==> config.mk <==
export PLATFORM = sky130hd
export DESIGN_NAME = ole_cell
export DESIGN_NICKNAME = d
export VERILOG_FILES = /design/src/rtl/assert_macros.svh /design/src/rtl/ole_pkg.sv /design/src/rtl/ole_cell.sv
export SDC_FILE = /design/constraint.sdc
export NUM_CORES = 1
export LEC_CHECK = 0
export CAP_MARGIN = 10
export CORE_MARGIN = 4
export CORE_UTILIZATION = 40
export DETAILED_ROUTE_END_ITERATION = 10
export DONT_BUFFER_PORTS = 1
export PLACE_DENSITY_LB_ADDON = 0.15
export SYNTH_ARGS = -nofsm -noshare
export SYNTH_HDL_FRONTEND = slang
export SYNTH_SLANG_ARGS = --single-unit
==> constraint.sdc <==
create_clock -name clk_i -period 7.3 [get_ports clk_i]
set_input_delay 0.73 -clock clk_i [delete_from_list [all_inputs] [get_ports clk_i]]
set_output_delay 0.73 -clock clk_i [all_outputs]
set_load 0.03 [all_outputs]
==> src/rtl/assert_macros.svh <==
// Assertion macros for the ordered list engine.
// Active in simulation; empty when SYNTHESIS is defined.
`ifndef ASSERT_MACROS_SVH
`define ASSERT_MACROS_SVH

`ifndef SYNTHESIS
`define ASSERT_IMPLY(lbl, clk, rst_n, ante, cons) \
  lbl: assert property (@(posedge clk) disable iff (!rst_n) (ante) |-> (cons)) \
    else $error("ordered list engine: implication check failed");
`define ASSERT_NEXT(lbl, clk, rst_n, ante, cons) \
  lbl: assert property (@(posedge clk) disable iff (!rst_n) (ante) |=> (cons)) \
    else $error("ordered list engine: next-cycle check failed");
`else
`define ASSERT_IMPLY(lbl, clk, rst_n, ante, cons)
`define ASSERT_NEXT(lbl, clk, rst_n, ante, cons)
`endif

`endif

==> src/rtl/ole_pkg.sv <==
// Shared types and codes for the ordered list engine.
// No dependencies.
`timescale 1ns / 1ps

package ole_pkg;

  typedef enum logic [2:0] {
    KIND_APPEND      = 3'd0,
    KIND_PREPEND     = 3'd1,
    KIND_DELETE_AT   = 3'd2,
    KIND_LOOKUP      = 3'd3,
    KIND_REMOVE_ALL  = 3'd4,
    KIND_REMOVE_LAST = 3'd5,
    KIND_CLEAR       = 3'd6,
    KIND_READ_AT     = 3'd7
  } kind_e;

  typedef enum logic [2:0] {
    CELL_HOLD,
    CELL_APPEND,
    CELL_PREPEND,
    CELL_DELETE,
    CELL_ROTATE
  } cell_op_e;

  typedef enum logic [1:0] {
    S_IDLE,
    S_SCAN,
    S_DELETE,
    S_PUT
  } state_e;

  localparam logic [1:0] STATUS_OK    = 2'd0;
  localparam logic [1:0] STATUS_FULL  = 2'd1;
  localparam logic [1:0] STATUS_RANGE = 2'd2;

  localparam int unsigned POS_W = 6;

  typedef struct packed {
    logic [1:0]        status;
    logic              found;
    logic [POS_W-1:0]  match_position;
    logic [6:0]        removed_count;
    logic [31:0]       read_data;
    logic [6:0]        list_length;
  } result_t;

endpackage

==> src/rtl/ole_cell.sv <==
// One list cell: holds a single entry and moves it to or from its neighbors.
// Depends on ole_pkg for the cell command codes.
`timescale 1ns / 1ps

module ole_cell #(
  parameter int unsigned VALUE_BITS = 32,
  parameter int unsigned IDX_W      = 6,
  parameter int unsigned INDEX      = 0
) (
  input  logic                   clk_i,
  input  ole_pkg::cell_op_e      cmd_op_i,
  input  logic [IDX_W-1:0]       cmd_arg_i,
  input  logic [VALUE_BITS-1:0]  cmd_data_i,
  input  logic [VALUE_BITS-1:0]  left_i,
  input  logic [VALUE_BITS-1:0]  right_i,
  output logic [VALUE_BITS-1:0]  data_o
);

  localparam logic [IDX_W-1:0] MY_IDX = IDX_W'(INDEX);

  logic [VALUE_BITS-1:0] data_q, data_d;

  always_comb begin
    data_d = data_q;
    unique case (cmd_op_i)
      ole_pkg::CELL_HOLD: begin
        data_d = data_q;
      end
      ole_pkg::CELL_APPEND: begin
        if (MY_IDX == cmd_arg_i) data_d = cmd_data_i;
      end
      ole_pkg::CELL_PREPEND: begin
        data_d = (INDEX == 0) ? cmd_data_i : left_i;
      end
      ole_pkg::CELL_DELETE: begin
        if (MY_IDX >= cmd_arg_i) data_d = right_i;
      end
      ole_pkg::CELL_ROTATE: begin
        if (MY_IDX == cmd_arg_i) begin
          data_d = cmd_data_i;
        end else if (MY_IDX < cmd_arg_i) begin
          data_d = right_i;
        end
      end
      default: data_d = data_q;
    endcase
  end

  always_ff @(posedge clk_i) begin
    data_q <= data_d;
  end

  assign data_o = data_q;

endmodule

## Word-level counts from Yosys, hierarchy flattened

Cells that the tools add are included.

| word-level totals | value |
|---|---|
| output and inout bits | 32 |
| input port bits | 106 |
| word-level logic and storage cells | 18 |
| bits in registers | 32 |

| operators by class | value |
|---|---|
| muxes and demuxes | 5 |
| magnitude comparators | 2 |
| eq/ne operators | 7 |
| reductions and logical operators | 3 |

Operators by type and width:

| operator | count |
|---|---|
| two-way mux 32 bit | 4 |
| case mux 32 bit (4 select lines) | 1 |
| equality test 3 x 2 -> 1 bit (second input constant) | 2 |
| greater-or-equal comparator 1 x 6 -> 1 bit (first input constant) | 1 |
| logical NOT 6 bit | 1 |
| < comparator 1 x 6 -> 1 bit (first input constant) | 1 |
| inequality test 2 bit (second input constant) | 2 |
| AND reduction 4 bit | 1 |
| nonzero test 4 bit | 1 |
| equality test 3 x 1 -> 1 bit (second input constant) | 1 |
| equality test 3 bit (second input constant) | 1 |
| inequality test 3 bit (second input constant) | 1 |

## Logic depth before layout (Yosys ltp)

Gate-level depths: netlist (run 1).

| depth | value |
|---|---|
| word-level depth | 4 |
| gate-level depth with buffers | 6 |
| mapped depth without buffers | 3 |

## Worst setup path before layout (run 1)

OpenSTA, ideal clock, no wires.

| path | value |
|---|---|
| path kind | input -> register |
| start point | in cmd_op_i[1] |
| end point | reg data_q[0], in the netlist data_o[0] (enable) |
| path buffers | 2 |
| data required time | 6.834 ns |
| library setup time | 0.466 ns |
| stages on the path | 4 |
| path slack | 3.323 ns |
| arrival | 3.511 ns |
| cell sequence | clkbuf_2 -> clkbuf_1 -> xnor2_1 -> o21ai_0 |

| between the ends | value |
|---|---|
| cells in the longest elaborated chain, start to end | 3 |
| elaborated cells between the ends (all ways) | 9 |
| classes of those cells | 7 x eq/ne; 2 x reduce/logical |

Ends and longest elaborated chain:

| item | line | RTL |
|---|---|---|
| from (decl) | ole_cell.sv:11 | `input ole_pkg::cell_op_e cmd_op_i,` |
| equality test 3 bit (tied with other cells) | ole_cell.sv:25 | `unique case (cmd_op_i)` |
| inequality test 3 bit (no source line) (tied with other cells) | n/a |  |
| AND reduction 4 bit (no source line) (*) | n/a |  |
| to (signal assigned) | ole_cell.sv:50 | `data_q <= data_d;` |
| to (decl) | ole_cell.sv:21 | `logic [VALUE_BITS-1:0] data_q, data_d;` |

Every way passes the cells marked *; elsewhere a longest branch is shown, timed or not.
A chain may end at the register's enable or synchronous reset.

## Worst setup path in the final report (run 1)

| path | value |
|---|---|
| start point | in cmd_arg_i[0] |
| end point | reg data_q[13], in the netlist data_o[13] (data pin) |

| between the ends | value |
|---|---|
| cells in the longest elaborated chain, start to end | 3 |

Ends and longest elaborated chain:

| item | line | RTL |
|---|---|---|
| from (decl) | ole_cell.sv:12 | `input logic [IDX_W-1:0] cmd_arg_i,` |
| logical NOT 6 bit | ole_cell.sv:39 | `if (MY_IDX == cmd_arg_i) begin` |
| two-way mux 32 bit | ole_cell.sv:39 |  |
| case mux 32 bit (4 select lines) | ole_cell.sv:25 |  |
| net data_d[13] | ole_cell.sv:21 |  |

The timed path passes the listed nets, and every way through them passes these cells.

==> run_results.csv, run 1 <==
group,metric,value,unit
status,outcome,"finished clean",
pwr,power,470.6,µW
clock_tree,cts_setup_buffers,0,
final_layout,final_util,43.40,%
clock_tree,clkSinkCount,32,
global_routing,grt_usage,19.45,%
placed_design,place.gp.congestion,0.7847,
hold_path,hold_class,"primary input to flip-flop",
synth,synthTopCellsByCount,"64 x nand3_1, 32 x a41oi_1, 32 x and4b_1, 32 x edfxtp_1, 30 x o211ai_2",
final_layout,layout-drive-gt1-share,21.40,%
sta,tns,0,ns
route,drt-wirelength-per-cell,26.35,µm
clock_tree,ctsHoldBuffers,0,
placed_design,dp_cells,281,
die,core_area,6026,µm²
route,via_per_inst,7.631,
sta,min_period,2.304,ns
sta,tightest_slew,1.088,ns
global_routing,grt-ovfl-total,0,
synth,async_flop_share,0,%
final_layout,largest_reg_flops,32,
sta,slew_viol_final,0,
pwr,ir_drop,81.34,µV
sta,max_freq,434.0,MHz
synth,synth_cell_type_count,21,
critical_path,critical_path_class,"primary input to flip-flop",
critical_path,worstPathArrival,2.33,ns
synth,yosysWarnings,0,
final_layout,final_nets,320,
route,vias,2213,
sta,period_share,31.56,%
pwr,p_per_area,180.0,nW/µm²
sta,finalSetupViolCount,0,
global_routing,grt_pass1_wl,11650,µm
sta,rsz0062_at_grt,"false",
die,dieArea,7685,µm²
clock_tree,cts_root_buffer,"clkbuf_8",
route,drtIter0Drc,230,
synth,yosys.area.top_type_share,37.85,%
sta,hold_viol_final,0,
route,post-route-drc-count,0,
pwr,p_leak,0.0009529,µW
clock_tree,cts_buffer_depth,2,
sta,relSlewSlack,27.18,%
die,rows,28,
critical_path,startpoint_type,"primary input",
synth,yosysMostFrequentCell,"nand3_1",
final_layout,final_cells,290,
synth,syn_avg_cell_area,10.53,µm²
synth,synth_area_leaders,"edfxtp_1 38%, o211ai_2 15%, and4b_1 13%",
clock_tree,cts_tree,"yes",
flow_run,timing.max_cap.violations,0,
synth,synth_seq_cells,32,
global_routing,grt_max_degree,65,
critical_path,crit_path_end_kind,"flip-flop",
route,drtAntennaViolNets,0,
placed_design,port_buffers,0,
clock_tree,htreeDepth,2,
die,die_w,87.67,µm
final_layout,n_antenna_cell,0,
global_routing,antenna_found_initial,0,
synth,synth_edf_count,32,
critical_path,crit_path_max_fanout,32,
synth,synthCells,241,
die,start_util,42.13,%
critical_path,cp_data_required_time,7.32,ns
placed_design,dpl.hpwl,4642,µm
synth,yosysSeqAreaShare,37.85,%
clock_tree,cts_buffers,5,
route,first_pass_iters,5,
sta,hold_slack,0.6621,ns
synth,ys.flop_type,"edfxtp_1",
clock_tree,cts_resized,0,
clock_tree,clk_pin_slew_worst_paths,0.07,ns
die,io_pins,138,
route,routed_wl,7642,µm
final_layout,area_growth,3.006,%
global_routing,first_global_vias,2282,
die,dieHeight,87.67,µm
synth,synthesis.nets,347,
synth,yosys.area.top_type,"edfxtp_1",
synth,synth_area,2539,µm²
-- layout make-up --
class / instances / area (µm²)
fill: 568 / 3411
timing repair buffer: 5 / 57.56
tap: 75 / 93.84
clock inverter: 1 / 3.754
sequential: 32 / 960.9
clock buffer: 7 / 76.32
multi-input combinational: 170 / 1423
-- placed cells by master, fill, tap and decap left out, drive strengths merged --
master,count
and4b,32
a41oi,32
nand4b,1
or4,1
nand3,64
buf,5
xnor2,1
nand3b,1
or3b,1
clkinv,1
nor4,1
or2,1
o21ai,1
nor3b,1
nor2,1
o211ai,32
clkbuf,7
edfxtp,32
-- metrics by stage --
step,setup WS (ns),cell area [µm²]
floorplan,3.323,2539
global placement,4.732,2507
detailed placement,4.688,2507
CTS,4.993,2587
global route,4.957,2615
finish,4.996,2615
-- power by group --
part,internal [µW],leakage (µW),switching [µW]
clock network,66.4,0.0000399,66.4
registers,229,0.000297,46.0
logic,22.9,0.000616,39.6
total,319,0.000953,152
-- kinds of logic (layout without fill, tap and decap cells) --
logic type / count (synthesis) / after routing / synth area share (%)
AOI/OAI and AO/OA: 65 / 65 / 26.61
xor gates and xnor gates: 1 / 1 / 0.3451
buffers and inverters: 39 / 13 / 7.294
DFF: 32 / 32 / 37.85
and+or+nand+nor: 104 / 104 / 27.90
-- per-layer routing --
| metal | track usage [%] | up-vias | part of all wire, % |
|---|---|---|---|
| li1 | - | 972 | - |
| met1 | 22.94 | 1093 | 38 |
| met2 | 33.29 | 142 | 51 |
| met3 | 6.209 | 6 | 10 |
| met4 | 6.695 | 0 | 0.94 |
| met5 | 0 | - | 0 |
-- critical path: stages --
cell and delay (ns):
or4_2 1.13, o211ai_1 0.33, nand3_1 0.12
-- final timing paths --
| kind | start | endpoint | slack, ns | cells after the start |
|---|---|---|---|---|
| worst min-delay path | cmd_data_i[8] | data_o[8] | 0.66 | 2 |
| worst max-delay path | cmd_arg_i[0] | data_o[13] | 5.00 | 3 |
No activity file was read; power rests on OpenSTA's default activity.
==> run 2: changes to the inputs <==
==> constraint.sdc (replaced) <==
create_clock -name clk_i -period 1.9 [get_ports clk_i]
set_input_delay 0.19 -clock clk_i [delete_from_list [all_inputs] [get_ports clk_i]]
set_output_delay 0.19 -clock clk_i [all_outputs]
set_load 0.03 [all_outputs]
==> run_results.csv, run 2 (same netlist as run 1, synthesis figures left out) <==
group,metric,value,unit
placed_design,port_buffers,0,
final_layout,layout-drive-gt1-share,22.83,%
route,post-route-drc-count,0,
critical_path,crit_start,"cmd_arg_i[0]",
flow_run,timing.max_cap.violations,0,
pwr,switching_share,32.67,%
pwr,p_leak,0.0009690,µW
hold_path,hold_start,"cmd_data_i[22]",
clock_tree,cts_buffers,5,
die,start_util,42.13,%
pwr,p_switching,594.8,µW
critical_path,crit_chain,"or4_2 -> buf_12 -> o211ai_1 -> nand3_1",
hold_path,hold_path_depth,2,
critical_path,worstPathArrival,1.42,ns
sta,period_share,73.24,%
route,vias,2236,
status,outcome,"finished clean",
final_layout,area_growth,3.894,%
route,routed_wl,7715,µm
critical_path,critical_path_class,"primary input to flip-flop",
clock_tree,clkSinkCount,32,
placed_design,dpl.hpwl,4735,µm
die,rows,28,
die,io_pins,138,
route,first_pass_iters,5,
global_routing,grt_max_degree,38,
sta,hold_viol_final,0,
sta,slew_viol_final,0,
global_routing,grt_pass1_wl,11830,µm
sta,relSlewSlack,27.11,%
route,via_per_inst,7.605,
final_layout,final_nets,324,
pwr,power,1821,µW
sta,rsz0062_at_grt,"false",
sta,hold_slack,0.1145,ns
sta,min_period,1.392,ns
sta,tns,0,ns
clock_tree,clk_pin_slew_worst_paths,0.07,ns
route,drtIter0Drc,165,
global_routing,grt_usage,19.59,%
clock_tree,ctsHoldBuffers,0,
critical_path,slowest_delay,0.70,ns
final_layout,finish.instance_area,2638,µm²
global_routing,antenna_found_initial,0,
route,drt-wirelength-per-cell,26.24,µm
pwr,p_per_area,690.3,nW/µm²
pwr,sequentialPowerShare,58.1,%
clock_tree,cts_root_buffer,"clkbuf_8",
critical_path,crit_path_end_kind,"flip-flop",
critical_path,cp_data_required_time,1.92,ns
die,dieHeight,87.67,µm
pwr,p_int,1226,µW
critical_path,crit_path_max_fanout,32,
sta,setup_ws,0.5084,ns
pwr,clkPwrFrac,28.7,%
pwr,comb_power_share,13.2,%
route,drtAntennaViolNets,0,
final_layout,largest_reg_flops,32,
clock_tree,cts_buffer_depth,2,
sta,max_freq,718.6,MHz
die,dieArea,7685,µm²
placed_design,post-place-ws,0.2122,ns
global_routing,first_global_vias,2314,
sta,finalSetupViolCount,0,
clock_tree,cts_resized,0,
final_layout,final_common_cell,"nand3_1",
final_layout,final_cell_mix,"64 x nand3_1, 32 x and4b_1, 32 x a41oi_1, 32 x edfxtp_1, 30 x o211ai_2",
hold_path,hold_class,"primary input to flip-flop",
pwr,ir_drop,331.6,µV
clock_tree,htreeDepth,2,
placed_design,dpl_cell_area,2557,µm²
final_layout,n_antenna_cell,0,
critical_path,cp_slowest_cell,"or4_2",
die,core_area,6026,µm²
die,die_w,87.67,µm
clock_tree,cts_tree,"yes",
sta,tightest_slew,1.089,ns
clock_tree,cts_setup_buffers,0,
critical_path,startpoint_type,"primary input",
placed_design,place.gp.congestion,0.7366,
global_routing,grt-ovfl-total,0,
hold_path,hold_end,"data_o[22]",
==> run 2: worst max-delay path by stage <==
stage | to | slack (ns) | cells after the start
floorplan | data_o[0] | 0.19 | 4
global placement | data_o[13] | 0.24 | 4
detailed placement | data_o[13] | 0.21 | 4
CTS | data_o[13] | 0.51 | 4
global route | data_o[15] | 0.46 | 4
finish | data_o[13] | 0.51 | 4
==> run 2: critical path: cells and delay by family <==
family / cells / cell delay, ns
AND/OR/NAND/NOR: 2 / 0.80
buffers and inverters: 1 / 0.23
AO/OA/AOI/OAI: 1 / 0.19
==> run 2: power by group through the flow <==
stage	Combinational, µW	Clock (µW)	Sequential [µW]
6_report	240	522	1060
5_1_grt	262	561	1070
4_1_cts	239	526	1060
3_5_place_dp	240	0	1080
3_3_place_gp	227	0	1080
2_1_floorplan	215	0	1060
==> run 2: area by class of cell <==
| cell class | count | area [µm²] |
|---|---|---|
| Clock inverter | 1 | 3.754 |
| Fill cell | 571 | 3388 |
| Clock buffer | 7 | 76.32 |
| Timing Repair Buffer | 9 | 80.08 |
| Tap cell | 75 | 93.84 |
| Sequential cell | 32 | 960.9 |
| Multi-Input combinational cell | 170 | 1423 |
==> run 2: through the flow <==
stage,util [%],cells
5_1_grt,43.77,294
3_5_place_dp,42.44,286
6_report,43.77,294
2_1_floorplan,-,241
4_1_cts,43.77,294
3_3_place_gp,42.44,286
==> run 2: layer usage <==
layer	track usage [%]	vias up	share of wire [%]
met5	0	-	0
met4	6.695	0	1.4
met3	7.620	12	11
met2	32.67	149	49
met1	23.02	1097	38
li1	-	978	-
==> run 3: changes to the inputs <==
--- a/config.mk
+++ b/config.mk
@@ -5,6 +5,7 @@
 export SDC_FILE = /design/constraint.sdc
 export NUM_CORES = 1
 export LEC_CHECK = 0
+export ABC_AREA = 1
 export CAP_MARGIN = 10
 export CORE_MARGIN = 4
 export CORE_UTILIZATION = 40
==> constraint.sdc (replaced) <==
create_clock -name clk_i -period 1.45 [get_ports clk_i]
set_input_delay 0.145 -clock clk_i [delete_from_list [all_inputs] [get_ports clk_i]]
set_output_delay 0.145 -clock clk_i [all_outputs]
set_load 0.03 [all_outputs]
==> run_results.csv, run 3 <==
group,metric,value,unit
final_layout,largest_reg_flops,32,
sta,rsz0062_at_grt,"false",
final_layout,area_growth,7.956,%
synth,synth_xor_area_share,0,%
pwr,p_leak,0.0007103,µW
clock_tree,cts_setup_buffers,0,
global_routing,grt_usage,15.17,%
clock_tree,ctsHoldBuffers,0,
clock_tree,cts_buffers,5,
clock_tree,cts_root_buffer,"clkbuf_8",
sta,tns,0,ns
global_routing,grt_max_degree,33,
synth,synthTopCellsByCount,"66 x nand3_1, 36 x nand2_1, 32 x edfxtp_1",
route,drtAntennaViolNets,0,
final_layout,final_cell_mix,"66 x nand3_1, 35 x nand2_1, 32 x edfxtp_1, 7 x buf_4, 5 x clkbuf_8",
sta,period_share,70.79,%
clock_tree,clkSinkCount,32,
synth,synthMuxAreaShare,0,%
clock_tree,cts_buffer_depth,2,
global_routing,first_global_vias,1175,
synth,synthAdderAreaFrac,0,%
global_routing,antenna_found_initial,0,
synth,synth_cell_type_count,13,
sta,tightest_slew,0.5712,ns
synth,synth_area,1573,µm²
clock_tree,cts_resized,0,
final_layout,final_common_cell,"nand3_1",
synth,yosysWarnings,0,
route,drtIter0Drc,104,
synth,yosysSeqAreaShare,61.10,%
die,io_pins,138,
route,drt-wirelength-per-cell,18.32,µm
route,first_pass_iters,4,
synth,synth_edf_count,32,
flow_run,timing.max_cap.violations,0,
synth,synth_seq_cells,32,
sta,hold_viol_final,0,
synth,yosys.area.top_type,"edfxtp_1",
pwr,ir_drop,517.9,µV
synth,syn_avg_cell_area,10.02,µm²
synth,synthCells,157,
final_layout,layout-drive-gt1-share,11.25,%
die,start_util,42.01,%
die,core_area,3744,µm²
critical_path,worstPathArrival,1.05,ns
clock_tree,htreeDepth,2,
synth,synth-compound-area-share,0.3182,%
critical_path,crit_path_max_fanout,32,
pwr,power,2197,µW
final_layout,final_nets,266,
die,dieHeight,70.71,µm
route,via_per_inst,5.697,
clock_tree,clk_pin_slew_worst_paths,0.06,ns
synth,synth_top_family_by_area,"simple AND/OR/NAND/NOR gates",
route,routed_wl,3811,µm
placed_design,place.gp.congestion,0.7320,
final_layout,fillers,368,
synth,async_flop_share,0,%
clock_tree,cts_tree,"yes",
status,outcome,"finished clean",
critical_path,crit_path_end_kind,"flip-flop",
synth,synthSimpleGateAreaFrac,32.14,%
sta,finalSetupViolCount,0,
sta,relSlewSlack,61.79,%
critical_path,startpoint_type,"primary input",
critical_path,critical_path_class,"primary input to flip-flop",
pwr,p_per_area,1294,nW/µm²
route,post-route-drc-count,0,
synth,yosysMostFrequentCell,"nand3_1",
synth,synth_area_leaders,"edfxtp_1 61%, nand3_1 21%, nand2_1 8.6%",
sta,min_period,1.026,ns
placed_design,dpl.hpwl,2889,µm
die,rows,22,
die,dieArea,4999,µm²
die,die_w,70.71,µm
synth,ys.flop_type,"edfxtp_1",
hold_path,hold_class,"primary input to flip-flop",
final_layout,n_antenna_cell,0,
global_routing,grt_pass1_wl,5892,µm
sta,slew_viol_final,0,
synth,synthesis.nets,263,
sta,max_freq,974.2,MHz
route,vias,1185,
critical_path,cp_data_required_time,1.48,ns
synth,yosys.area.top_type_share,61.10,%
global_routing,grt-ovfl-total,0,
placed_design,port_buffers,0,
run 3: per-layer routing:
metal | up-vias | GRT usage, % | routed length (µm)
met4 | 0 | 6.263 | 73
met1 | 539 | 17.78 | 1456
met5 | - | 0 | 0
met3 | 10 | 7.955 | 434
met2 | 73 | 23.38 | 1846
li1 | 563 | - | -
run 3: worst max-delay path, stage by stage:
cell and delay [ns]:
inv_1 0.05, nand3_1 0.15, inv_2 0.09, nand2_2 0.34, nand3_1 0.19, nand2_1 0.08
run 3: worst paths after layout:
| kind | startpoint | end | slack (ns) | cells after the start |
|---|---|---|---|---|
| worst max-delay path | cmd_op_i[1] | data_o[16] | 0.42 | 6 |
| worst min-delay path | right_i[25] | data_o[25] | 0.08 | 2 |
run 3: where the power goes:
group | total, µW | leakage (µW) | internal [µW] | switching, µW
clock network | 607 | 0.0000391 | 316 | 291
logic | 199 | 0.000372 | 76.4 | 122
registers | 1390 | 0.000299 | 1150 | 237
run 3: cells by family after synthesis:
logic type             count (synthesis)
AND/OR/NAND/NOR                      108
buffers and inverters                 16
flip-flops                            32
AO/OA/AOI/OAI                          1
run 3: layout make-up:
cell class                 instances  area [µm²]  area share [%]
sequential                        32       960.9           56.60
multi-input combinational        109       513.0           30.21
timing repair buffer               8       72.57           4.274
clock buffer                       5       68.82           4.053
tap                               48       60.06           3.537
inverter                           4       15.01          0.8843
clock inverter                     2       7.507          0.4422
run 3: per-stage QoR:
step / setup slack [ns] / std cells / hold WS (ns) / instance area [µm²] / utilization (%)
after floorplan: 0.1332 / 157 / 0.3518 / 1575 / -
after global placement: 0.1975 / 201 / 0.3545 / 1622 / 43.32
after detailed placement: 0.1290 / 201 / 0.3576 / 1622 / 43.32
after CTS: 0.4242 / 208 / 0.06729 / 1698 / 45.35
after global routing: 0.2463 / 208 / 0.06455 / 1698 / 45.35
final: 0.4236 / 208 / 0.07686 / 1698 / 45.35
