===== src/rtl/assert_macros.svh =====
// Assertion macros for the ordered list engine.
// Active in simulation; empty when SYNTHESIS is defined.
`ifndef ASSERT_MACROS_SVH
`define ASSERT_MACROS_SVH

`ifndef SYNTHESIS
`define ASSERT_IMPLY(lbl, clk, rst_n, ante, cons) \
  lbl: assert property (@(posedge clk) disable iff (!rst_n) (ante) |-> (cons)) \
    else $error("ordered list engine: implication check failed");
`define ASSERT_NEXT(lbl, clk, rst_n, ante, cons) \
  lbl: assert property (@(posedge clk) disable iff (!rst_n) (ante) |=> (cons)) \
    else $error("ordered list engine: next-cycle check failed");
`else
`define ASSERT_IMPLY(lbl, clk, rst_n, ante, cons)
`define ASSERT_NEXT(lbl, clk, rst_n, ante, cons)
`endif

`endif


===== src/rtl/ole_pkg.sv =====
// Shared types and codes for the ordered list engine.
// No dependencies.
`timescale 1ns / 1ps

package ole_pkg;

  typedef enum logic [2:0] {
    KIND_APPEND      = 3'd0,
    KIND_PREPEND     = 3'd1,
    KIND_DELETE_AT   = 3'd2,
    KIND_LOOKUP      = 3'd3,
    KIND_REMOVE_ALL  = 3'd4,
    KIND_REMOVE_LAST = 3'd5,
    KIND_CLEAR       = 3'd6,
    KIND_READ_AT     = 3'd7
  } kind_e;

  typedef enum logic [2:0] {
    CELL_HOLD,
    CELL_APPEND,
    CELL_PREPEND,
    CELL_DELETE,
    CELL_ROTATE
  } cell_op_e;

  typedef enum logic [1:0] {
    S_IDLE,
    S_SCAN,
    S_DELETE,
    S_PUT
  } state_e;

  localparam logic [1:0] STATUS_OK    = 2'd0;
  localparam logic [1:0] STATUS_FULL  = 2'd1;
  localparam logic [1:0] STATUS_RANGE = 2'd2;

  localparam int unsigned POS_W = 6;

  typedef struct packed {
    logic [1:0]        status;
    logic              found;
    logic [POS_W-1:0]  match_position;
    logic [6:0]        removed_count;
    logic [31:0]       read_data;
    logic [6:0]        list_length;
  } result_t;

endpackage


===== src/rtl/ole_ctrl.sv =====
// Sequencer for the ordered list engine: decodes requests, drives the cell row,
// scans the head cell, and holds the result register. Depends on ole_pkg.
`timescale 1ns / 1ps

module ole_ctrl #(
  parameter int unsigned CAPACITY   = 64,
  parameter int unsigned VALUE_BITS = 32
) (
  input  logic                             clk_i,
  input  logic                             rst_ni,
  input  logic                             in_valid_i,
  output logic                             in_stall_o,
  input  logic [2:0]                       kind_i,
  input  logic signed [31:0]               value_i,
  input  logic [ole_pkg::POS_W-1:0]        position_i,
  input  logic [VALUE_BITS-1:0]            head_i,
  output ole_pkg::cell_op_e                cell_op_o,
  output logic [$clog2(CAPACITY)-1:0]      cell_arg_o,
  output logic [VALUE_BITS-1:0]            cell_data_o,
  output logic                             out_valid_o,
  input  logic                             out_stall_i,
  output ole_pkg::result_t                 result_o
);

  localparam int unsigned IDX_W = $clog2(CAPACITY);
  localparam int unsigned LEN_W = $clog2(CAPACITY + 1);
  localparam int unsigned CMP_W = (LEN_W > ole_pkg::POS_W) ? LEN_W : ole_pkg::POS_W;
  localparam logic [LEN_W-1:0] LEN_FULL = LEN_W'(CAPACITY);
  localparam logic [LEN_W-1:0] LEN_ONE  = LEN_W'(1);

  ole_pkg::state_e              state_q, state_d;
  ole_pkg::kind_e               kind_q, kind_d, kind_in;
  logic [VALUE_BITS-1:0]        val_q, val_d, val_in;
  logic [ole_pkg::POS_W-1:0]    pos_q, pos_d;
  logic [LEN_W-1:0]             len_q, len_d;
  logic [LEN_W-1:0]             n_q, n_d;
  logic [LEN_W-1:0]             cnt_q, cnt_d;
  logic [LEN_W-1:0]             removed_q, removed_d;
  logic [IDX_W-1:0]             mpos_q, mpos_d;
  logic                         found_q, found_d;
  logic [1:0]                   status_q, status_d;
  logic [31:0]                  rdata_q, rdata_d;
  logic                         out_valid_q, out_valid_d;
  ole_pkg::result_t             out_q, out_d;

  logic accept, full, pos_bad, hit, scan_done, put_ok, scan_kind;

  assign kind_in   = ole_pkg::kind_e'(kind_i);
  assign val_in    = VALUE_BITS'(value_i);
  assign accept    = (state_q == ole_pkg::S_IDLE) && in_valid_i;
  assign full      = (len_q == LEN_FULL);
  assign pos_bad   = CMP_W'(position_i) >= CMP_W'(len_q);
  assign hit       = (head_i == val_q);
  assign scan_done = (cnt_q == n_q);
  assign put_ok    = !out_valid_q || !out_stall_i;
  assign scan_kind = (kind_in == ole_pkg::KIND_LOOKUP) ||
                     (kind_in == ole_pkg::KIND_REMOVE_ALL) ||
                     (kind_in == ole_pkg::KIND_REMOVE_LAST) ||
                     ((kind_in == ole_pkg::KIND_READ_AT) && !pos_bad);

  always_comb begin
    state_d = state_q;
    unique case (state_q)
      ole_pkg::S_IDLE: begin
        if (in_valid_i) state_d = scan_kind ? ole_pkg::S_SCAN : ole_pkg::S_PUT;
      end
      ole_pkg::S_SCAN: begin
        if (scan_done) begin
          if ((kind_q == ole_pkg::KIND_REMOVE_LAST) && found_q) begin
            state_d = ole_pkg::S_DELETE;
          end else begin
            state_d = ole_pkg::S_PUT;
          end
        end
      end
      ole_pkg::S_DELETE: state_d = ole_pkg::S_PUT;
      ole_pkg::S_PUT: begin
        if (put_ok) state_d = ole_pkg::S_IDLE;
      end
      default: state_d = ole_pkg::S_IDLE;
    endcase
  end

  always_comb begin
    cell_op_o   = ole_pkg::CELL_HOLD;
    cell_arg_o  = '0;
    cell_data_o = '0;
    kind_d      = kind_q;
    val_d       = val_q;
    pos_d       = pos_q;
    len_d       = len_q;
    n_d         = n_q;
    cnt_d       = cnt_q;
    removed_d   = removed_q;
    mpos_d      = mpos_q;
    found_d     = found_q;
    status_d    = status_q;
    rdata_d     = rdata_q;
    out_valid_d = out_valid_q && out_stall_i;
    out_d       = out_q;

    unique case (state_q)
      ole_pkg::S_IDLE: begin
        if (accept) begin
          kind_d    = kind_in;
          val_d     = val_in;
          pos_d     = position_i;
          n_d       = len_q;
          cnt_d     = '0;
          removed_d = '0;
          mpos_d    = '0;
          found_d   = 1'b0;
          status_d  = ole_pkg::STATUS_OK;
          rdata_d   = '0;
          case (kind_in) inside
            ole_pkg::KIND_APPEND, ole_pkg::KIND_PREPEND: begin
              if (full) begin
                status_d = ole_pkg::STATUS_FULL;
              end else begin
                cell_op_o   = (kind_in == ole_pkg::KIND_APPEND) ?
                              ole_pkg::CELL_APPEND : ole_pkg::CELL_PREPEND;
                cell_arg_o  = IDX_W'(len_q);
                cell_data_o = val_in;
                len_d       = len_q + LEN_ONE;
              end
            end
            ole_pkg::KIND_DELETE_AT: begin
              if (pos_bad) begin
                status_d = ole_pkg::STATUS_RANGE;
              end else begin
                cell_op_o  = ole_pkg::CELL_DELETE;
                cell_arg_o = IDX_W'(position_i);
                len_d      = len_q - LEN_ONE;
                removed_d  = LEN_ONE;
              end
            end
            ole_pkg::KIND_CLEAR: begin
              removed_d = len_q;
              len_d     = '0;
            end
            ole_pkg::KIND_READ_AT: begin
              if (pos_bad) status_d = ole_pkg::STATUS_RANGE;
            end
            default: begin
              status_d = ole_pkg::STATUS_OK;
            end
          endcase
        end
      end
      ole_pkg::S_SCAN: begin
        if (!scan_done) begin
          cnt_d = cnt_q + LEN_ONE;
          if ((kind_q == ole_pkg::KIND_REMOVE_ALL) && hit) begin
            cell_op_o  = ole_pkg::CELL_DELETE;
            cell_arg_o = '0;
            len_d      = len_q - LEN_ONE;
            removed_d  = removed_q + LEN_ONE;
            found_d    = 1'b1;
          end else begin
            cell_op_o   = ole_pkg::CELL_ROTATE;
            cell_arg_o  = IDX_W'(len_q - LEN_ONE);
            cell_data_o = head_i;
            case (kind_q)
              ole_pkg::KIND_LOOKUP: begin
                if (hit && !found_q) begin
                  found_d = 1'b1;
                  mpos_d  = IDX_W'(cnt_q);
                end
              end
              ole_pkg::KIND_REMOVE_LAST: begin
                if (hit) begin
                  found_d = 1'b1;
                  mpos_d  = IDX_W'(cnt_q);
                end
              end
              ole_pkg::KIND_READ_AT: begin
                if (CMP_W'(cnt_q) == CMP_W'(pos_q)) rdata_d = 32'(signed'(head_i));
              end
              default: begin
                rdata_d = rdata_q;
              end
            endcase
          end
        end
      end
      ole_pkg::S_DELETE: begin
        cell_op_o  = ole_pkg::CELL_DELETE;
        cell_arg_o = mpos_q;
        len_d      = len_q - LEN_ONE;
        removed_d  = LEN_ONE;
      end
      ole_pkg::S_PUT: begin
        if (put_ok) begin
          out_valid_d          = 1'b1;
          out_d.status         = status_q;
          out_d.found          = found_q;
          out_d.match_position = ole_pkg::POS_W'(mpos_q);
          out_d.removed_count  = 7'(removed_q);
          out_d.read_data      = rdata_q;
          out_d.list_length    = 7'(len_q);
        end
      end
      default: begin
        cell_op_o = ole_pkg::CELL_HOLD;
      end
    endcase
  end

  always_ff @(posedge clk_i or negedge rst_ni) begin
    if (!rst_ni) begin
      state_q     <= ole_pkg::S_IDLE;
      len_q       <= '0;
      out_valid_q <= 1'b0;
    end else begin
      state_q     <= state_d;
      len_q       <= len_d;
      out_valid_q <= out_valid_d;
    end
  end

  always_ff @(posedge clk_i) begin
    kind_q    <= kind_d;
    val_q     <= val_d;
    pos_q     <= pos_d;
    n_q       <= n_d;
    cnt_q     <= cnt_d;
    removed_q <= removed_d;
    mpos_q    <= mpos_d;
    found_q   <= found_d;
    status_q  <= status_d;
    rdata_q   <= rdata_d;
    out_q     <= out_d;
  end

  assign in_stall_o  = (state_q != ole_pkg::S_IDLE);
  assign out_valid_o = out_valid_q;
  assign result_o    = out_q;

endmodule


===== config.mk =====
export PLATFORM = sky130hd
export DESIGN_NAME = ole_ctrl
export DESIGN_NICKNAME = d
export VERILOG_FILES = /design/src/rtl/assert_macros.svh /design/src/rtl/ole_pkg.sv /design/src/rtl/ole_ctrl.sv
export SDC_FILE = /design/constraint.sdc
export NUM_CORES = 1
export LEC_CHECK = 0
export ABC_AREA = 1
export BUFFER_PORTS_ARGS = -buffer_cell sky130_fd_sc_hd__buf_2
export CAP_MARGIN = 20
export CORE_UTILIZATION = 52
export DETAILED_ROUTE_END_ITERATION = 7
export HOLD_SLACK_MARGIN = 0.12
export PLACE_DENSITY = 0.8
export SLEW_MARGIN = 10
export SYNTH_ARGS = -nofsm -noshare
export SYNTH_HDL_FRONTEND = slang
export SYNTH_SLANG_ARGS = --single-unit

===== constraint.sdc =====
create_clock -name clk_i -period 4.97 [get_ports clk_i]
set_clock_uncertainty 0.05 [all_clocks]
set_input_delay 1.491 -clock clk_i [delete_from_list [all_inputs] [get_ports clk_i]]
set_output_delay 1.491 -clock clk_i [all_outputs]
set_load 0.02 [all_outputs]

== Word level (Yosys, flattened, before mapping) ==
Cells that the tools add are included.

* Register bits: 168
* Input bits: 77
* Word-level logic and storage cells: 166

* Add/sub/neg operators: 4
* $lt $le $gt $ge: 1
* Eq/ne operators: 36
* Mux-type cells: 77
* Reductions and logical operators: 29

{| class="wikitable"
|+ Operators with widths
! kind !! count
|-
| 2-to-1 mux 32 bit || 10
|-
| case mux 32 bit (2 select lines) || 2
|-
| 2-to-1 mux 7 bit || 16
|-
| 2-to-1 mux 6 bit || 12
|-
| case mux 7 bit (3 select lines) || 2
|-
| == test 32 bit || 1
|-
| 2-to-1 mux 2 bit || 15
|-
| case mux 6 bit (2 select lines) || 2
|-
| adder 7 x 1 -> 7 bit (second input constant) || 3
|-
| == test 3 bit (second input constant) || 7
|-
| != test 2 bit (second input constant) || 9
|-
| case mux 6 bit (3 select lines) || 1
|-
| case mux 7 bit (2 select lines) || 1
|-
| AND reduction 7 bit || 2
|-
| AND reduction 6 bit || 2
|-
| 2-to-1 mux 1 bit || 10
|-
| == test 3 x 2 -> 1 bit (second input constant) || 3
|-
| != test 3 bit (second input constant) || 3
|-
| case mux 3 bit (3 select lines) || 1
|-
| != test 4 x 3 -> 1 bit (second input constant) || 2
|-
| != test 4 bit (second input constant) || 2
|-
| case mux 2 bit (4 select lines) || 1
|-
| == test 7 x 6 -> 1 bit || 1
|-
| == test 7 bit || 1
|-
| 21 further kinds || 38
|}

== Logic depth before layout (Yosys ltp) ==
Gate-level depths: netlist (run 1).

* Depth after elaboration: 7
* Mapped depth: 13
* Gate-level depth less buffers: 12

== Worst setup path before layout (run 1) ==
OpenSTA, ideal clock, no wires.

* Path type: input to register
* Start point: in out_stall_i
* End point: reg out_q (netlist bit result_o[0]), enable pin
* Setup time: 0.486 ns
* Arrival: 4.118 ns
* Required time: 4.434 ns
* Slack: 0.316 ns
* Stages: 1
* Path buffers: 0
* Cell sequence: a21oi_1

* Word-level cells in the longest chain between the ends: 3

{| class="wikitable"
|+ RTL lines
! element !! RTL line !! source
|-
| start: declaration || ole_ctrl.sv:21 || <nowiki>input logic out_stall_i,</nowiki>
|-
| logical NOT 1 bit || ole_ctrl.sv:55 || <nowiki>assign put_ok = !out_valid_q || !out_stall_i;</nowiki>
|-
| logical OR 1 bit || ole_ctrl.sv:55 ||
|-
| AND reduction 2 bit (no source line) || - ||
|-
| end signal: assignment || ole_ctrl.sv:232 || <nowiki>out_q <= out_d;</nowiki>
|-
| end: declaration || ole_ctrl.sv:44 || <nowiki>ole_pkg::result_t out_q, out_d;</nowiki>
|}

Every way passes these cells.
A chain may end at the register's enable or synchronous reset.

== Worst setup path in the final report (run 1) ==
* Start point: in position_i[5] (netlist bit)
* End point: out cell_arg_o[1]

* Word-level cells in the longest chain between the ends: 6

{| class="wikitable"
|+ RTL lines
! element !! RTL line !! source
|-
| start: declaration || ole_ctrl.sv:15 || <nowiki>input logic [ole_pkg::POS_W-1:0] position_i,</nowiki>
|-
| greater-or-equal comparator 6 x 7 -> 1 bit || ole_ctrl.sv:52 || <nowiki>assign pos_bad = CMP_W'(position_i) >= CMP_W'(len_q);</nowiki>
|-
| 2-to-1 mux 6 bit || ole_ctrl.sv:128 || <nowiki>if (pos_bad) begin</nowiki>
|-
| 2-to-1 mux 6 bit (2 in series) || ole_ctrl.sv:115 || <nowiki>case (kind_in) inside</nowiki>
|-
| 2-to-1 mux 6 bit || ole_ctrl.sv:104 || <nowiki>if (accept) begin</nowiki>
|-
| case mux 6 bit (3 select lines) || ole_ctrl.sv:102 || <nowiki>unique case (state_q)</nowiki>
|-
| end: declaration || ole_ctrl.sv:18 || <nowiki>output logic [$clog2(CAPACITY)-1:0] cell_arg_o,</nowiki>
|}

Every way passes these cells.

==> results_dict.tcl, run 1 <==
set metrics [dict create \
    yosys_warnings 0 \
    synth-compound-area-share_pct 5.721 \
    crit_chain "buf_2 -> ha_1 -> nand2_1 -> nor2_1 -> a21oi_2 -> nand3_2 -> o21ai_4 -> nand2_1 -> nand3_1 -> nand2_1 -> inv_1 -> buf_2" \
    drive_above_1_share_pct 25.05 \
    dr.pass1.iters 5 \
    critPathBufInv 3 \
    vias_per_cell 5.232 \
    pre_cts_ws_ns 0.3674 \
    track_usage_pct 25.77 \
    clock_path_buffers 2 \
    portBuffers 174 \
    final.min_clock_period_ns 4.618 \
    dp_hpwl_mm 14.41 \
    finalCritPeriodShare_pct 92.93 \
    gp_congestion 0.9585 \
    yosys-top-cells-area "edfxtp_1, nand2_1, inv_1, nand3_1, dfrtp_1" \
    synth_edf_count 158 \
    synth_top_area_cell "edfxtp_1" \
    cp.depth 12 \
    cts_buffers 17 \
    synthMuxAreaShare_pct 0 \
    htreeDepth 4 \
    r2r_cells 8 \
    whs_ns 0.3666 \
    finalMaxSlewViolations 0 \
    cts_tree "yes" \
    syn_area_sq_mm 0.008114 \
    max_slew_margin_pct 50.32 \
    worstHoldStart "rdata_q[20]" \
    seq_area_frac_synth_pct 61.56 \
    cp.required_ns 3.43 \
    slowest_delay_ns 0.30 \
    num_vias 6200 \
    synth-xor-area-share_pct 4.102 \
    r2r_start "state_q[1]" \
    rsz0062_at_grt "false" \
    slowest_stage "ha_1" \
    wire_per_inst_microns 16.85 \
    maxCapViolCount 0 \
    crit_family "simple AND/OR/NAND/NOR gates" \
    worstSetupEndpointType "output pin" \
    place_area_sq_mm 0.009236 \
    ant_nets 0 \
    setup_viol 0 \
    fin_ws_ns 0.3516 \
    grt.overflow.total 0 \
    max-vdd-ir-drop_uv 503.7 \
    fin_util_pct 64.90 \
    worst_pin_slew_ns 0.7453 \
    crit_arrival_ns 3.08 \
    power_density_mw_per_mm2 642.4 \
    drcViolationCount 0 \
    path_common_cell "nand2_1" \
    clockRootBuffer "clkbuf_16" \
    cts_sinks 168 \
    post_cts_buffers 0 \
    ys_ff_latch 168 \
    die-width_microns 126.9 \
    yosys.area_share.simple_pct 18.23 \
    grt_pass1_vias 5794 \
    synthAdderAreaFrac_pct 2.467 \
    die_area_sq_mm 0.01611 \
    path_class "primary input to output pin" \
    post-route-cell-area_sq_mm 0.009866 \
    fp.coreArea_sq_mm 0.01520 \
    cp_max_fo 8 \
    hold_depth 0 \
    clkLatencyLatePin_ns 0.44 \
    synth_top_family_by_area "simple AND/OR/NAND/NOR gates" \
    clk_pin_slew_worst_paths_ns 0.07 \
    fp.dieH_microns 126.9 \
    synthFlopType "edfxtp_1" \
    drtIter0Drc 590 \
    hold_class "flip-flop to flip-flop" \
    synthToLayoutAreaGrowth_pct 21.59 \
    synthTopCellsByCount "nand2_1, edfxtp_1, inv_1" \
    grt_pass1_wl_mm 30.79 \
    start_util_pct 53.37 \
    grt_max_degree 56 \
    cp-start-kind "primary input" \
    fin_nets 1074 \
    rows 45 \
    startpoint "position_i[5]" \
    leakage_nw 4.612 \
    yosys.cell_types.count 38 \
    postCtsResizedCells 0 \
    antenna_found_initial 3 \
    netlist_instances 797 \
    synth_most_common_cell "nand2_1" \
    tns_ns 0 \
    status "finished clean" \
    syn-num-nets 890 \
    yosysTopAreaCellShare_pct 58.47 \
    holdBufCountCts 0 \
    clock.fmax_mhz 216.5 \
    avgSynthCellArea_sq_um 10.18 \
    wirelength_mm 19.96 \
    hold_violations 0 \
    synthArstFlopShare_pct 5.952 \
    io_pins 175 \
]
## final cells by class
type | count | area [sq um]
inverters | 149 | 559.3
diodes | 3 | 7.507
repair buffers | 184 | 945.9
flip-flops and latches | 168 | 4995
well taps | 188 | 235.2
multi-input cells | 461 | 2501
clock inverters | 15 | 196.4
fillers | 1224 | 5336
clock buffers | 17 | 425.4
## where the power goes
part	internal (mW)	switching, mW	total (mW)
clock network	0.772	0.609	1.38
registers	2.32	0.302	2.62
logic	0.693	1.65	2.34
total	3.78	2.56	6.34
## cells by family after synthesis
group,after synthesis
buf+inv,168
xor+xnor,38
simple gates,325
flops,168
compound gates,82
fa+ha+maj,16
## metrics by stage
stage / instances / total power, mW
2_1_floorplan: 797 / 4.154
5_1_grt: 1185 / 6.674
3_5_place_dp: 1150 / 4.962
4_1_cts: 1182 / 6.344
6_report: 1185 / 6.338
3_3_place_gp: 1150 / 4.899
## flip-flops by register name, summed over array words and instances (netlist names)
signal and count:
n_q 7, found_q 1, status_q 2, val_q 32, mpos_q 6, len_q 7, pos_q 6, kind_q 3
rdata_q 32, result_o 55, state_q 2, removed_q 7, cnt_q 7, out_valid_o 1
## placed cells by master (no fill, tap or decap), types with 6 or more instances in the layout
master,netlist,layout
inv_2,7,7
xor2_1,11,11
nand3_1,57,57
o22ai_1,7,7
ha_1,16,15
buf_2,10,174
nand2_1,173,173
xnor2_1,27,27
buf_4,0,10
a21oi_1,19,18
edfxtp_1,158,158
nand4_1,19,19
inv_1,142,142
o21ai_0,15,15
o21ai_1,30,30
clkbuf_16,0,17
dfrtp_1,10,10
nor2_1,47,47
inv_8,0,6
nor2_4,6,6
## final timing paths
| check | end | slack [ns] |
|---|---|---|
| worst min-delay path | result_o[27] | 0.37 |
| worst max register to register | mpos_q[3] | 2.07 |
| min in group asynchronous | len_q[0] | 0.85 |
| max in group asynchronous | state_q[0] | 3.82 |
| worst max-delay path | cell_arg_o[1] | 0.35 |
| worst min register to register | result_o[27] | 0.37 |
## routing by layer
layer	track usage, %	up-vias	part of all wire [%]
met2	42.57	260	49
met4	9.524	0	2.1
met3	5.567	38	5.9
met5	0	-	0
li1	-	3007	-
met1	33.56	2895	43
Power figures use the tool's default switching activity.
==> run 2: changes to the inputs <==
==> constraint.sdc (replaced) <==
create_clock -name clk_i -period 5.4 [get_ports clk_i]
set_clock_uncertainty 0.05 [all_clocks]
set_input_delay 1.62 -clock clk_i [delete_from_list [all_inputs] [get_ports clk_i]]
set_output_delay 1.62 -clock clk_i [all_outputs]
set_load 0.02 [all_outputs]
==> results_dict.tcl, run 2 (synthesized netlist as in run 1, its figures left out) <==
set metrics [dict create \
    postCtsResizedCells 0 \
    crit_arrival_ns 3.23 \
    whs_ns 0.3709 \
    finalPower_mw 5.783 \
    fp.coreArea_sq_mm 0.01520 \
    crit_family "compound AO/OA/AOI/OAI gates" \
    max_slew_margin_pct 52.77 \
    final.min_clock_period_ns 4.900 \
    holdBufCountCts 0 \
    cts_buffers 17 \
    cts_sinks 168 \
    finalCritPeriodShare_pct 90.73 \
    worstHoldStart "rdata_q[26]" \
    hold_class "flip-flop to flip-flop" \
    hold_violations 0 \
    leakage_nw 4.595 \
    cp_max_fo 8 \
    rows 45 \
    htreeDepth 4 \
    drtIter0Drc 549 \
    critPathBufInv 3 \
    dr.pass1.iters 5 \
    startpoint "position_i[2]" \
    clkLatencyLatePin_ns 0.44 \
    ant_nets 0 \
    grt_max_degree 50 \
    wirelength_mm 19.96 \
    layout.cells.non_filler 1184 \
    track_usage_pct 25.78 \
    clockRootBuffer "clkbuf_16" \
    final_cell_mix "buf_2, nand2_1, edfxtp_1" \
    portBuffers 174 \
    r2r_start "state_q[1]" \
    fin_util_pct 64.70 \
    cp-start-kind "primary input" \
    setup_viol 0 \
    fp.dieH_microns 126.9 \
    die_area_sq_mm 0.01611 \
    slowest_stage "ha_1" \
    tns_ns 0 \
    clock.fmax_mhz 204.1 \
    drcViolationCount 0 \
    drive_above_1_share_pct 24.95 \
    status "finished clean" \
    cp.required_ns 3.73 \
    antenna_found_initial 2 \
    io_pins 175 \
    num_vias 6228 \
    layout_commonest_cell "buf_2" \
    slowest_delay_ns 0.32 \
    clock_path_buffers 2 \
    die-width_microns 126.9 \
    finalMaxSlewViolations 0 \
    worst_pin_slew_ns 0.7084 \
    fin_ws_ns 0.5004 \
    dp_hpwl_mm 14.37 \
    largest_reg_flops 55 \
    grt_pass1_wl_mm 30.93 \
    wire_per_inst_microns 16.86 \
    crit_chain "buf_2 -> ha_1 -> a21oi_1 -> o21ai_0 -> nand3_1 -> nand3_2 -> o21ai_4 -> nand2_1 -> nand3_1 -> nand2_1 -> inv_1 -> buf_2" \
    cts_tree "yes" \
    maxCapViolCount 0 \
    start_util_pct 53.37 \
    fin_nets 1074 \
    place_area_sq_mm 0.009229 \
    rsz0062_at_grt "false" \
    path_class "primary input to output pin" \
    dp_cells 1149 \
    worstSetupEndpointType "output pin" \
    grt_pass1_vias 5811 \
    post_cts_buffers 0 \
    clk_pin_slew_worst_paths_ns 0.07 \
    gp_congestion 0.9696 \
    synthToLayoutAreaGrowth_pct 21.22 \
    pre_cts_ws_ns 0.5177 \
    grt.overflow.total 0 \
    vias_per_cell 5.260 \
    power_density_mw_per_mm2 587.9 \
    post-route-cell-area_sq_mm 0.009836 \
    max-vdd-ir-drop_uv 304.5 \
]
==> run 2: area by class of cell <==
class                           instances  area (sq um)
Clock buffer                           17         425.4
Fill cell                            1180          5366
Timing Repair Buffer                  184         965.9
Sequential cell                       168          4995
Antenna cell                            2         5.005
Inverter                              149         559.3
Tap cell                              188         235.2
Multi-Input combinational cell        461          2501
Clock inverter                         15         148.9
==> run 2: path summary, 6_finish.rpt <==
path | endpoint | slack (ns) | depth (start not counted)
setup / recovery | cell_arg_o[1] | 0.50 | 12
hold / removal | result_o[33] | 0.37 | 0
setup reg to reg | rdata_q[10] | 2.43 | 8
hold reg to reg | result_o[33] | 0.37 | 0
max in group asynchronous | len_q[3] | 4.12 | 1
min in group asynchronous | len_q[0] | 0.98 | 1
==> run 2: routing by layer <==
layer	vias up	track usage, %	wire length [microns]	share of wire [%]
met3	40	5.230	1281	6.4
met5	-	0	0	0
met4	0	10.15	448	2.2
met1	2894	34.65	8548	43
met2	288	41.34	9684	49
li1	3006	-	-	-
==> run 2: where the power goes <==
part | internal (mW) | total (mW) | switching (mW) | leakage [nW]
Sequential | 2.13 | 2.41 | 0.278 | 1.61
Combinational | 0.666 | 2.19 | 1.53 | 2.70
Clock | 0.615 | 1.18 | 0.569 | 0.283
Total | 3.41 | 5.78 | 2.37 | 4.60
==> run 3: changes to the inputs <==
--- a/config.mk
+++ b/config.mk
@@ -6,7 +6,7 @@
 export NUM_CORES = 1
 export LEC_CHECK = 0
 export ABC_AREA = 1
-export BUFFER_PORTS_ARGS = -buffer_cell sky130_fd_sc_hd__buf_2
+export BUFFER_PORTS_ARGS = -buffer_cell sky130_fd_sc_hd__clkbuf_2
 export CAP_MARGIN = 20
 export CORE_UTILIZATION = 52
 export DETAILED_ROUTE_END_ITERATION = 7
==> results_dict.tcl, run 3 (synthesized netlist as in run 1, its figures left out) <==
set metrics [dict create \
    synthToLayoutAreaGrowth_pct 21.30 \
    drtIter0Drc 624 \
    status "finished clean" \
    place_area_sq_mm 0.009221 \
    setup_viol 0 \
    hold_violations 0 \
    gp_congestion 0.9861 \
    post_cts_buffers 0 \
    slowest_delay_ns 0.32 \
    worst_pin_slew_ns 0.7378 \
    crit_arrival_ns 3.19 \
    fp.coreArea_sq_mm 0.01520 \
    cts_buffers 17 \
    cp.required_ns 3.73 \
    regToRegSetupSlack_ns 2.52 \
    fp.dieH_microns 126.9 \
    clock_path_buffers 2 \
    post-route-cell-area_sq_mm 0.009842 \
    grt_max_degree 56 \
    grt_pass1_vias 5712 \
    fin_nets 1073 \
    clk_pin_slew_worst_paths_ns 0.06 \
    largest_reg_flops 55 \
    max_slew_margin_pct 50.81 \
    num_vias 6288 \
    power_density_mw_per_mm2 590.9 \
    clockRootBuffer "clkbuf_16" \
    path_class "primary input to output pin" \
    drcViolationCount 0 \
    cts_tree "yes" \
    grt_pass1_wl_mm 30.15 \
    finalCritPeriodShare_pct 90.02 \
    cp_max_fo 8 \
    final.min_clock_period_ns 4.861 \
    antenna_found_initial 0 \
    grt_busiest_layer "met2" \
    portBuffers 174 \
    final_cell_mix "clkbuf_2, nand2_1, edfxtp_1" \
    finalMaxSlewViolations 0 \
    hold_depth 0 \
    met1_usage_pct 32.04 \
    start_util_pct 53.37 \
    dp_hpwl_mm 14.27 \
    fin_util_pct 64.74 \
    rows 45 \
    hold_class "flip-flop to flip-flop" \
    max-vdd-ir-drop_uv 552.6 \
    fin_ws_ns 0.5389 \
    tns_ns 0 \
    whs_ns 0.3671 \
    leakage_nw 4.592 \
    use_met2_pct 41.69 \
    slowest_stage "ha_1" \
    wirelength_mm 19.85 \
    drive_above_1_share_pct 24.80 \
    wire_per_inst_microns 16.82 \
    track_usage_pct 25.31 \
    path_common_cell "nand3_1" \
    die_area_sq_mm 0.01611 \
    cts_sinks 168 \
    met3_usage_pct 5.272 \
    cp-start-kind "primary input" \
    grt.overflow.total 0 \
    clkLatencyLatePin_ns 0.44 \
    dr.pass1.iters 6 \
    maxCapViolCount 0 \
    crit_chain "clkbuf_2 -> ha_1 -> a21oi_1 -> o21ai_0 -> nand3_1 -> nand3_2 -> o21ai_4 -> nand3_1 -> nand3_1 -> nand2_1 -> inv_1 -> clkbuf_2" \
    dp_cells 1148 \
    antenna_cells 0 \
    layout.cells.non_filler 1180 \
    vias_per_cell 5.329 \
    postCtsResizedCells 0 \
    pre_cts_ws_ns 0.5540 \
    htreeDepth 4 \
    finalPower_mw 5.816 \
    ant_nets 0 \
    r2r_cells 8 \
    holdBufCountCts 0 \
    io_pins 175 \
    rsz0062_at_grt "false" \
    worstSetupEndpointType "output pin" \
    die-width_microns 126.9 \
    clock.fmax_mhz 205.7 \
    layout_commonest_cell "clkbuf_2" \
]
## run 3: changes by cell type in the layout (fill, tap and decap cells not counted)
cell | before | now
buf_2 | 174 | 0
clkbuf_2 | 0 | 174
inv_6 | 7 | 4
bufinv_16 | 0 | 2
clkinvlp_4 | 0 | 2
diode_2 | 2 | 0
inv_8 | 3 | 1
buf_4 | 9 | 8
clkinv_4 | 2 | 3
clkinv_8 | 2 | 1
## run 3: worst paths after layout
path	from	endpoint
worst max-delay path	position_i[2]	cell_op_o[0]
worst min-delay path	rdata_q[30]	result_o[37]
worst max register to register	state_q[1]	mpos_q[4]
worst min register to register	rdata_q[30]	result_o[37]
max in group asynchronous	rst_ni	state_q[1]
min in group asynchronous	rst_ni	len_q[4]
## run 3: area by class of cell
class                      count  area (sq um)
tap                          188         235.2
multi-input combinational    461          2501
clock buffer                  17         425.4
timing repair buffer         183         958.4
inverter                     149         559.3
fill                        1184          5360
clock inverter                14         167.7
sequential                   168          4995
## run 3: worst max-delay path: cells and delay by family
kind	cells	cell delay, ns
buf+inv	3	0.32
fa+ha+maj	1	0.32
compound gates	3	0.47
simple gates	5	0.46
## run 3: report_power, final
group | internal, mW | switching (mW)
clock network | 0.690 | 0.526
logic | 0.657 | 1.53
registers | 2.13 | 0.284
total | 3.48 | 2.34
## run 3: metal layers
metal / share of wire [%] / up-vias
li1: - / 3006
met1: 41 / 2950
met2: 49 / 281
met3: 6.7 / 51
met4: 3.4 / 0
met5: 0 / -
